`config.mk`:
```
export PLATFORM = sky130hd
export DESIGN_NAME = ctk_cell
export DESIGN_NICKNAME = d
export VERILOG_FILES = /design/src/ctk_pkg.sv /design/src/ctk_cell.sv
export SDC_FILE = /design/constraint.sdc
export NUM_CORES = 1
export LEC_CHECK = 0
export ABC_AREA = 1
export BUFFER_PORTS_ARGS = -buffer_cell sky130_fd_sc_hd__buf_4
export CORE_MARGIN = 2
export CORE_UTILIZATION = 57
export DETAILED_ROUTE_END_ITERATION = 12
export GPL_TIMING_DRIVEN = 0
export PLACE_DENSITY = 0.87
export REMOVE_ABC_BUFFERS = 1
export SLEW_MARGIN = 25
export SYNTH_ARGS = -nofsm -noshare
export SYNTH_HDL_FRONTEND = slang
export SYNTH_SLANG_ARGS = --single-unit
```
`constraint.sdc`:
```
create_clock -name clock -period 6.1 [get_ports clock]
set_input_delay 1.22 -clock clock [delete_from_list [all_inputs] [get_ports clock]]
set_output_delay 1.22 -clock clock [all_outputs]
set_load 0.02 [all_outputs]
```
`src/ctk_pkg.sv`:
```
`default_nettype none

package ctk_pkg;

   localparam int KEY_W   = 16;
   localparam int COUNT_W = 16;

   localparam logic [COUNT_W-1:0] COUNT_MAX = '1;

   // opcodes; anything else reads as a query
   localparam logic [1:0] OP_ADD = 2'd0;
   localparam logic [1:0] OP_USE = 2'd1;

   localparam logic [1:0] STATUS_OK     = 2'd0;
   localparam logic [1:0] STATUS_FULL   = 2'd1;
   localparam logic [1:0] STATUS_ABSENT = 2'd2;

   typedef struct packed {
      logic [1:0]         opcode;
      logic [KEY_W-1:0]   item_key;
      logic [COUNT_W-1:0] add_amount;
   } req_type;

   typedef struct packed {
      logic [1:0]         status;
      logic [COUNT_W-1:0] count_now;
   } rsp_type;

   // operation travelling down the row of slot cells
   typedef struct packed {
      logic               valid;
      logic [1:0]         opcode;
      logic [KEY_W-1:0]   item_key;
      logic [COUNT_W-1:0] add_amount;
      logic               found;     // key matched in an earlier cell
      logic               claimed;   // add took the first free slot
      logic               shift;     // slot emptied: later slots move down
      logic               empty_use; // use hit a slot whose count is zero
      logic [COUNT_W-1:0] count;     // count after the operation
   } token_type;

endpackage

`default_nettype wire

```
`src/ctk_cell.sv`:
```
`default_nettype none

module ctk_cell #(
   parameter int SLOTS = 16,
   parameter int IDX   = 0
) (
   input  wire                                  clock,
   input  wire                                  reset,
   input  wire  [$clog2(SLOTS+1)-1:0]           used,
   input  ctk_pkg::token_type                   tok_in,
   output ctk_pkg::token_type                   tok_out,
   input  wire  [ctk_pkg::KEY_W-1:0]            up_key,
   input  wire  [ctk_pkg::COUNT_W-1:0]          up_count,
   output logic [ctk_pkg::KEY_W-1:0]            key_out,
   output logic [ctk_pkg::COUNT_W-1:0]          count_out
);

   localparam int UsedW = $clog2(SLOTS+1);

   ctk_pkg::token_type tok_ff, tok_in_n;
   logic [ctk_pkg::KEY_W-1:0]   key_ff, key_in;
   logic [ctk_pkg::COUNT_W-1:0] count_ff, count_in;
   logic [ctk_pkg::COUNT_W:0]   sum;
   logic [ctk_pkg::COUNT_W-1:0] sat;
   logic                        in_use, at_free, hit;

   always_comb begin
      sum      = {1'b0, count_ff} + {1'b0, tok_in.add_amount};
      sat      = sum[ctk_pkg::COUNT_W] ? ctk_pkg::COUNT_MAX : sum[ctk_pkg::COUNT_W-1:0];
      in_use   = used > UsedW'(IDX);
      at_free  = used == UsedW'(IDX);
      hit      = tok_in.valid && in_use && !tok_in.found && (key_ff == tok_in.item_key);
      tok_in_n = tok_in;
      key_in   = key_ff;
      count_in = count_ff;
      if (tok_in.valid) begin
         if (tok_in.shift && in_use) begin
            // compaction: take the upper neighbour's slot
            key_in   = up_key;
            count_in = up_count;
         end else if (hit) begin
            tok_in_n.found = 1'b1;
            case (tok_in.opcode)
               ctk_pkg::OP_ADD: begin
                  count_in       = sat;
                  tok_in_n.count = sat;
               end
               ctk_pkg::OP_USE: begin
                  if (count_ff == '0) begin
                     tok_in_n.empty_use = 1'b1;
                     tok_in_n.count     = '0;
                  end else if (count_ff == ctk_pkg::COUNT_W'(1)) begin
                     tok_in_n.shift = 1'b1;
                     tok_in_n.count = '0;
                     key_in         = up_key;
                     count_in       = up_count;
                  end else begin
                     count_in       = count_ff - ctk_pkg::COUNT_W'(1);
                     tok_in_n.count = count_ff - ctk_pkg::COUNT_W'(1);
                  end
               end
               default: begin
                  tok_in_n.count = count_ff;
               end
            endcase
         end else if (at_free && !tok_in.found && tok_in.opcode == ctk_pkg::OP_ADD) begin
            key_in           = tok_in.item_key;
            count_in         = tok_in.add_amount;
            tok_in_n.claimed = 1'b1;
            tok_in_n.count   = tok_in.add_amount;
         end
      end
   end

   always_ff @(posedge clock) begin
      if (reset) begin
         tok_ff <= '0;
      end else begin
         tok_ff <= tok_in_n;
      end
   end

   always_ff @(posedge clock) begin
      key_ff   <= key_in;
      count_ff <= count_in;
   end

   assign tok_out   = tok_ff;
   assign key_out   = key_ff;
   assign count_out = count_ff;

endmodule

`default_nettype wire

```
# Word-level counts from Yosys, hierarchy flattened

Index checks and enable logic that the tools add are counted.

Add/sub/neg operators: 2
Magnitude comparators: 1
Equality and inequality tests: 8
Multiplexer cells: 28
Reductions and logical operators: 13

Operators by type and width:

| operator                                            | count |
|---|---|
| two-way mux 16 bit                                  | 16 |
| case mux 16 bit (2 select lines)                    | 2 |
| two-way mux 20 bit                                  | 2 |
| adder 16 x 16 -> 17 bit                             | 1 |
| == test 16 x 1 -> 1 bit (second input constant)     | 1 |
| == test 16 bit                                      | 1 |
| zero test 16 bit                                    | 1 |
| subtractor 16 x 1 -> 16 bit (second input constant) | 1 |
| logical AND 1 bit                                   | 6 |
| two-way mux 1 bit                                   | 6 |
| != test 3 x 1 -> 1 bit (second input constant)      | 2 |
| > comparator 5 x 1 -> 1 bit (second input constant) | 1 |
| zero test 5 bit                                     | 1 |
| AND reduction 5 bit                                 | 1 |
| two-way mux 2 bit                                   | 2 |
| != test 4 x 1 -> 1 bit (second input constant)      | 1 |
| != test 4 bit (second input constant)               | 1 |
| AND reduction 4 bit                                 | 1 |
| != test 3 bit (second input constant)               | 1 |
| nonzero test 3 bit                                  | 1 |
| == test 2 x 1 -> 1 bit (second input constant)      | 1 |
| zero test 2 bit                                     | 1 |
| zero test 1 bit                                     | 1 |

Register bits: 87
Input port bits: 94

# Logic depth before layout (Yosys ltp)

Gate-level depths: netlist (run 1).

Word-level depth: 7
Depth in mapped cells: 17
Mapped depth without buffers: 17

# Least setup slack after synthesis (run 1)

OpenSTA, ideal clock, no wires.

Path kind: input -> register
Start: input port tok_in[39] in the netlist's numbering
End: register count_ff, in the netlist count_out[0] (enable)
Arrival: 2.871 ns
Required time: 5.711 ns
Slack: 2.841 ns
Cell stages on the path: 12
Path through: inv_1 -> or2_2 -> nand2_1 -> nor2_1 -> nand3b_1 -> nor2_2 -> nand3_4 -> nor2_8 -> buf_6 -> nand2_1 -> nand2_1 -> nor2_1

Longest elaborated chain between the ends: 4

Ends and longest elaborated chain:

| element                                                        | line           | source |
|---|---|---|
| start: declaration                                             | ctk_cell.sv:10 | `input ctk_pkg::token_type tok_in,` |
| == test 16 bit (*)                                             | ctk_cell.sv:32 | `hit = tok_in.valid && in_use && !tok_in.found && (key_ff == tok_in.item_key);` |
| logical AND 1 bit (*)                                          | ctk_cell.sv:32 |  |
| != test 4 x 1 -> 1 bit (no line), or another cell as far along | n/a            |  |
| AND reduction 4 bit (no line) (*)                              | n/a            |  |
| end signal: assignment                                         | ctk_cell.sv:85 | `count_ff <= count_in;` |
| end: declaration                                               | ctk_cell.sv:22 | `logic [ctk_pkg::COUNT_W-1:0] count_ff, count_in;` |

Mark *: on every way between the ends. The rest lies on a longest branch, timed or not.
A chain may end at the register's enable or synchronous reset.

# Worst setup path in the final report (run 1)

Start: input port tok_in[53] in the netlist's numbering
End: register key_ff, in the netlist key_out[14] (enable)

Longest elaborated chain between the ends: 4

Ends and longest elaborated chain:

| element                           | line           | source |
|---|---|---|
| zero test 2 bit                   | ctk_cell.sv:66 | `end else if (at_free && !tok_in.found && tok_in.opcode == ctk_pkg::OP_ADD) begin` |
| logical AND 1 bit                 | ctk_cell.sv:66 |  |
| nonzero test 3 bit (no line)      | n/a            |  |
| AND reduction 5 bit (no line) (*) | n/a            |  |
| end signal: assignment            | ctk_cell.sv:84 | `key_ff <= key_in;` |
| end: declaration                  | ctk_cell.sv:21 | `logic [ctk_pkg::KEY_W-1:0] key_ff, key_in;` |

Marks and branches as above.

==> summary.txt, run 1 <==
STA
  – Fin crit share: 59.4%
  – Slew Viols, Final: 0
  – Hold Vio Cnt, Final: 0
  – Worst Setup Slack, final: 2.48 ns
  – Worst slew margin: 42.9%
  – Unrepaired setup endpoints after global routing: false
  – Max Clk Rate: 276 MHz
  – Final setup violation count: 0
  – Least-Margin Pin Slew: 0.855 ns
  – TNS Setup: 0 ns
  – Min Clock Period, post-route: 3.62 ns
  – Clock Skew: 0.0177 ns

Synth
  – Post-Syn Area per Cell: 6.72 µm²
  – Post-synth EDFFs: 32
  – Cells after Synth: 880
  – Mapped Area: 0.00591 mm²
  – Area leader, netlist: dfxtp_1
  – Post-synth top flop: dfxtp_1
  – Syn. warnings: 0
  – Yosys top cell area share: 18.6%
  – Main area contributors after synthesis: dfxtp_1 (19%), nand2_1 (19%), edfxtp_1 (16%)
  – Register area share after synthesis: 34.9%
  – Distinct cell type count after synthesis: 46
  – Async set-reset flop share out of synthesis: 0%
  – Synthesized flop and latch total: 87

Power and ir drop
  – Pwr Density: 206 mW/mm²
  – Worst VDD drop: 126 µV
  – Power, Total: 1550 µW
  – Leak: 0.00389 µW

Drt
  – Routed len/inst: 15.9 µm
  – Pre-Repair DR Iteration Count: 5
  – Number of routed nets with antenna violations: 0
  – Vias: 6465
  – Via-to-Cell Ratio: 5.45
  – Total wire length: 18900 µm
  – Detailed Route Iter0 Violations: 514
  – Drt drc: 0

Critical path
  – Reg2Reg Depth: 7
  – Start of the worst register-to-register path: key_out[15]
  – Crit path buffers/inverters: 1
  – CP top delay family: simple AND/OR/NAND/NOR gates
  – Type of the worst setup path: input port to flip-flop
  – Worst Setup Start Kind: input port
  – Crit path cell chain: buf_4 -> nor2_4 -> nand3_2 -> nor2_1 -> a21oi_1 -> nor2_2
  – CP Capture Type: flip-flop
  – Critical Path Start: tok_in[53]
  – CP max stage cell: nor2_2
  – WP data arrival: 3.62 ns
  – Slowest cell delay on critical path: 0.71 ns
  – WP data required: 6.10 ns
  – Levels on crit path: 6
  – Critical Path Fanout Max: 33

CTS
  – Clock buffer count from CTS: 9
  – Clk sink count: 87
  – Depth of the CTS H-tree: 3
  – Clock transition at path regs: 0.09 ns
  – Root Buffer Master: clkbuf_8
  – Clock latency on the worst-skew pair: 0.38 ns
  – CTS resizes: 0
  – Post-CTS Hold Buffers: 0
  – Clock Tree Buf Depth: 2
  – Post-CTS Setup Bufs: 0
  – CTS tree: done

Layout
  – Layout net count: 1159
  – Layout cells sized above 1: 22.6%
  – Fill count: 841
  – Post-route cell area: 0.00751 mm²
  – Syn-to-layout area delta: 27.0%
  – Post-layout util: 73.7%
  – N_diodes: 0

Global routing
  – Antenna violations before repair: 0
  – GRT overflow: 0
  – Vias in the first global route: 6284
  – Largest net degree at the start of global routing: 45
  – First-pass GRT wire length: 30500 µm
  – Tot GR Track Use: 34.2%

Floorplan
  – Die Wd: 106 µm
  – Die Area: 0.0112 mm²
  – Initial core utilization: 58.0%
  – Boundary pin count: 181
  – Row count: 37
  – DIE HEIGHT: 106 µm
  – Core Area: 0.0102 mm²

Hold path
  – Min-delay worst type: flip-flop to flip-flop
  – Hold depth: 4
  – Worst hold path startpoint: count_out[2]

Placed design
  – Pre-CTS setup slack: 1.75 ns
  – Port bufs: 180
  – Final Wtd Congestion: 0.989
  – Detailed placement HPWL: 14400 µm
  – Placed Area: 0.00732 mm²

Run status
  – Outcome: finished, final reports clean

Run
  – Number of max-cap violations: 0
[cell usage after synthesis, types with 6 or more instances]
library cell,number
nand2_1,293
inv_1,104
nor2_1,89
nand3_1,71
dfxtp_1,55
o21ai_0,47
edfxtp_1,32
a21oi_1,28
ha_1,18
o211ai_1,16
clkbuf_1,13
xor2_1,12
nand4_1,9
buf_2,8
inv_2,6
o221ai_1,6
xnor2_1,6
[cells in the final DEF, fill, tap and decap left out, types with 3 or more instances in the layout]
cell type and instances:
clkinvlp_4 3, and3_1 3, nand3_4 3, o211ai_1 16, nand3b_1 3, edfxtp_1 32
nor2_4 3, nand2_1 293, nand2_2 4, inv_2 6, o221ai_1 6, or2_2 4
or2_1 3, a22oi_1 4, o21ai_1 5, a21oi_1 28, nand4_1 9, nor2_1 85
nand3_1 70, xor2_1 12, dfxtp_1 55, xnor2_1 6, o21ai_0 47, ha_1 18
buf_4 180, inv_1 104, nor2_2 9, clkbuf_8 9, nor3_1 4
[worst min-delay path: stages, from the launching register on]
cell	delay, ns
edfxtp_1	0.47
a22oi_1	0.12
a21oi_1	0.13
o21ai_1	0.08
nand2_1	0.05
[through the flow]
stage / cells / hold slack, ns
after detailed placement: 1171 / 0.842
final: 1187 / 0.875
after floorplan: 853 / 0.832
after global routing: 1187 / 0.934
after global placement: 1169 / 0.824
after CTS: 1187 / 0.865
[area by class of cell]
type	count	area, µm²	share of cell area [%]
clock buffer	10	128	1.70
timing repair buffer	182	1380	18.4
clock inverter	6	53.8	0.717
multi-input combinational	654	3290	43.9
sequential	87	2060	27.5
tap	136	170	2.27
inverter	112	422	5.62
[sequential cells by signal, summed over array words and instances (netlist names)]
signal	flops
tok_out	55
count_out	16
key_out	16
[cells by family (layout without fill, tap and decap cells)]
logic type	Yosys count	after routing	share of synthesized area, %
simple gates	502	502	37.0
buf+inv	139	310	9.65
compound gates	115	115	11.6
flops	87	87	34.9
fa+ha+maj	19	19	4.15
xor+xnor	18	18	2.67
[routing by layer]
metal / share of wire, % / global-route usage (%)
met3: 9.4 / 6.99
met5: 0 / 0
met2: 47 / 57.7
met1: 40 / 43.1
met4: 3.2 / 13.2
[power by group]
group	total [µW]	internal (µW)	switching (µW)	leakage, µW
combinational	482	189	293	0.00306
clock	394	155	239	0.0000825
sequential	674	645	29.6	0.000752
[path summary, 6_finish.rpt]
check	endpoint	slack [ns]
worst max-delay path	key_out[14]	2.48
worst min-delay path	tok_out[2]	0.88
worst max register to register	key_out[14]	3.13
worst min register to register	tok_out[2]	0.88
No activity file was read; power rests on OpenSTA's default activity.
==> run 2, diff against run 1 <==
--- a/config.mk
+++ b/config.mk
@@ -8,10 +8,10 @@
 export ABC_AREA = 1
 export BUFFER_PORTS_ARGS = -buffer_cell sky130_fd_sc_hd__buf_4
 export CORE_MARGIN = 2
-export CORE_UTILIZATION = 57
+export CORE_UTILIZATION = 47
 export DETAILED_ROUTE_END_ITERATION = 12
 export GPL_TIMING_DRIVEN = 0
-export PLACE_DENSITY = 0.87
+export PLACE_DENSITY = 0.77
 export REMOVE_ABC_BUFFERS = 1
 export SLEW_MARGIN = 25
 export SYNTH_ARGS = -nofsm -noshare
==> constraint.sdc (replaced) <==
create_clock -name clock -period 3.1 [get_ports clock]
set_input_delay 0.62 -clock clock [delete_from_list [all_inputs] [get_ports clock]]
set_output_delay 0.62 -clock clock [all_outputs]
set_load 0.02 [all_outputs]
==> run 2 against run 1 <==
First-iteration DRC count decreased by 1.6%. Routed wire length grew 2.6%. Setup slack got worse by 2.2 ns. Sequential power grew 97%. Utilization down 11 points. Clock skew is 0.0096 ns lower. Worst hold slack worse by 0.40 ns. Clock power grew to 2.6 times the previous value. Sequential cell count is the same. Critical path type is now flip-flop to flip-flop. Critical endpoint is now count_out[1].
==> summary.txt, run 2 (synthesized netlist as in run 1, its figures left out) <==
Run status
  – Outcome: finished, final reports clean

Placed design
  – Port bufs: 180
  – Placed cell count: 1204
  – Detailed placement HPWL: 14800 µm
  – Pre-CTS setup slack: -0.541 ns
  – Final Wtd Congestion: 0.943

Drt
  – Total wire length: 19400 µm
  – Pre-Repair DR Iteration Count: 6
  – Routed len/inst: 15.9 µm
  – Detailed Route Iter0 Violations: 506
  – Via-to-Cell Ratio: 5.23
  – Number of routed nets with antenna violations: 0
  – Vias: 6378
  – Drt drc: 0

Layout
  – Post-route insts no fill: 1220
  – Syn-to-layout area delta: 29.5%
  – Commonest non-fill, non-tap cell in the layout: nand2_1
  – Leading cell types in the layout, fill and taps excluded: nand2_1 (293), buf_4 (180), inv_1 (104)
  – Post-layout util: 63.0%
  – Layout net count: 1160
  – Area of the multi-input gates: 0.00330 mm²
  – Fill count: 1149
  – Number of flip-flops in the largest register: 55
  – Layout cells sized above 1: 22.6%
  – FF/Latch Area: 0.00206 mm²
  – N_diodes: 0

Critical path
  – Worst Setup Start Kind: flip-flop
  – CP max stage cell: nor2_2
  – Type of the worst setup path: flip-flop to flip-flop
  – Slowest cell delay on critical path: 0.48 ns
  – CP Capture Type: flip-flop
  – Crit path cell chain: xor2_1 -> nor2_1 -> nand4_1 -> nor2_2 -> nand3_4 -> nand2_4 -> a21oi_1 -> nor2_2 -> buf_6
  – Most frequent CP cell: nor2_2
  – Critical Path Fanout Max: 44
  – WP data required: 3.16 ns
  – WP data arrival: 2.93 ns

Hold path
  – Min-delay worst type: input port to flip-flop

Power and ir drop
  – Worst VDD drop: 341 µV
  – Pwr Density: 432 mW/mm²
  – Comb pwr share: 28.7%
  – Switching pwr: 1120 µW
  – Part of the power in registers: 40.2%
  – Sw frac: 33.8%
  – Leak: 0.00395 µW
  – Clock power frac: 31.1%
  – Power, Total: 3310 µW
  – P_int: 2190 µW

STA
  – Worst hold slack: 0.475 ns
  – Worst slew margin: 43.1%
  – Worst Setup Slack, final: 0.229 ns
  – Unrepaired setup endpoints after global routing: false
  – Least-Margin Pin Slew: 0.853 ns
  – Min Clock Period, post-route: 2.87 ns
  – Fin crit share: 92.6%
  – Hold Vio Cnt, Final: 0
  – Final setup violation count: 0
  – Clock Skew: 0.00816 ns
  – Slew Viols, Final: 0
  – Max Clk Rate: 348 MHz

CTS
  – Depth of the CTS H-tree: 3
  – CTS resizes: 1
  – Clock Tree Buf Depth: 2
  – Clock buffer count from CTS: 9
  – Post-CTS Setup Bufs: 0
  – Post-CTS Hold Buffers: 0
  – CTS tree: done
  – Clock latency on the worst-skew pair: 0.35 ns
  – Clk sink count: 87
  – Root Buffer Master: clkbuf_16
  – Clock transition at path regs: 0.07 ns

Floorplan
  – DIE HEIGHT: 116 µm
  – Die Wd: 116 µm
  – Die Area: 0.0135 mm²
  – Core Area: 0.0122 mm²
  – Boundary pin count: 181
  – Row count: 40
  – Initial core utilization: 48.6%

Global routing
  – GRT overflow: 0
  – Tot GR Track Use: 29.0%
  – First-pass GRT wire length: 29900 µm
  – Largest net degree at the start of global routing: 45
  – Antenna violations before repair: 0
  – Vias in the first global route: 5888

Run
  – Number of max-cap violations: 0
run 2: cell type report:
cell class | instances | area share (%)
Multi-Input combinational cell | 654 | 43.1
Sequential cell | 87 | 26.9
Timing Repair Buffer | 183 | 18.1
Inverter | 112 | 5.51
Clock buffer | 10 | 2.99
Tap cell | 168 | 2.75
Clock inverter | 6 | 0.572
run 2: path summary, 6_finish.rpt:
path / start / to / slack, ns / cells past startpoint
max reg2reg: key_out[0] / count_out[1] / 0.23 / 9
max: key_out[0] / count_out[1] / 0.23 / 9
min reg2reg: count_out[9] / tok_out[9] / 0.89 / 6
min: tok_in[17] / tok_out[17] / 0.48 / 3
run 2: worst max-delay path, delay by kind of cell, from the launching register on:
family / cells / cell delay (ns)
AND/OR/NAND/NOR: 6 / 1.46
flip-flops: 1 / 0.45
buffers and inverters: 1 / 0.24
XOR/XNOR: 1 / 0.22
AO/OA/AOI/OAI: 1 / 0.20
run 2: per-stage QoR:
stage                     setup TNS [ns]  area [µm²]
final                                  0        7660
after floorplan                        0        5760
after detailed placement          -13.88        7370
after CTS                              0        7650
after global placement            -37.27        7320
after global routing                   0        7660
run 2: layer usage:
layer	track usage (%)	share of wire, %
met4	14.0	3.6
met3	5.97	7.8
met5	0	0
met1	37.7	43
met2	46.4	45
run 2: power by group through the flow:
| stage | combinational, µW | clock [µW] | sequential (µW) |
|---|---|---|---|
| floorplan | 468 | 0 | 1430 |
| global placement | 928 | 0 | 1350 |
| detailed placement | 940 | 0 | 1350 |
| CTS | 944 | 1040 | 1330 |
| global route | 1050 | 1080 | 1340 |
| finish | 951 | 1030 | 1330 |
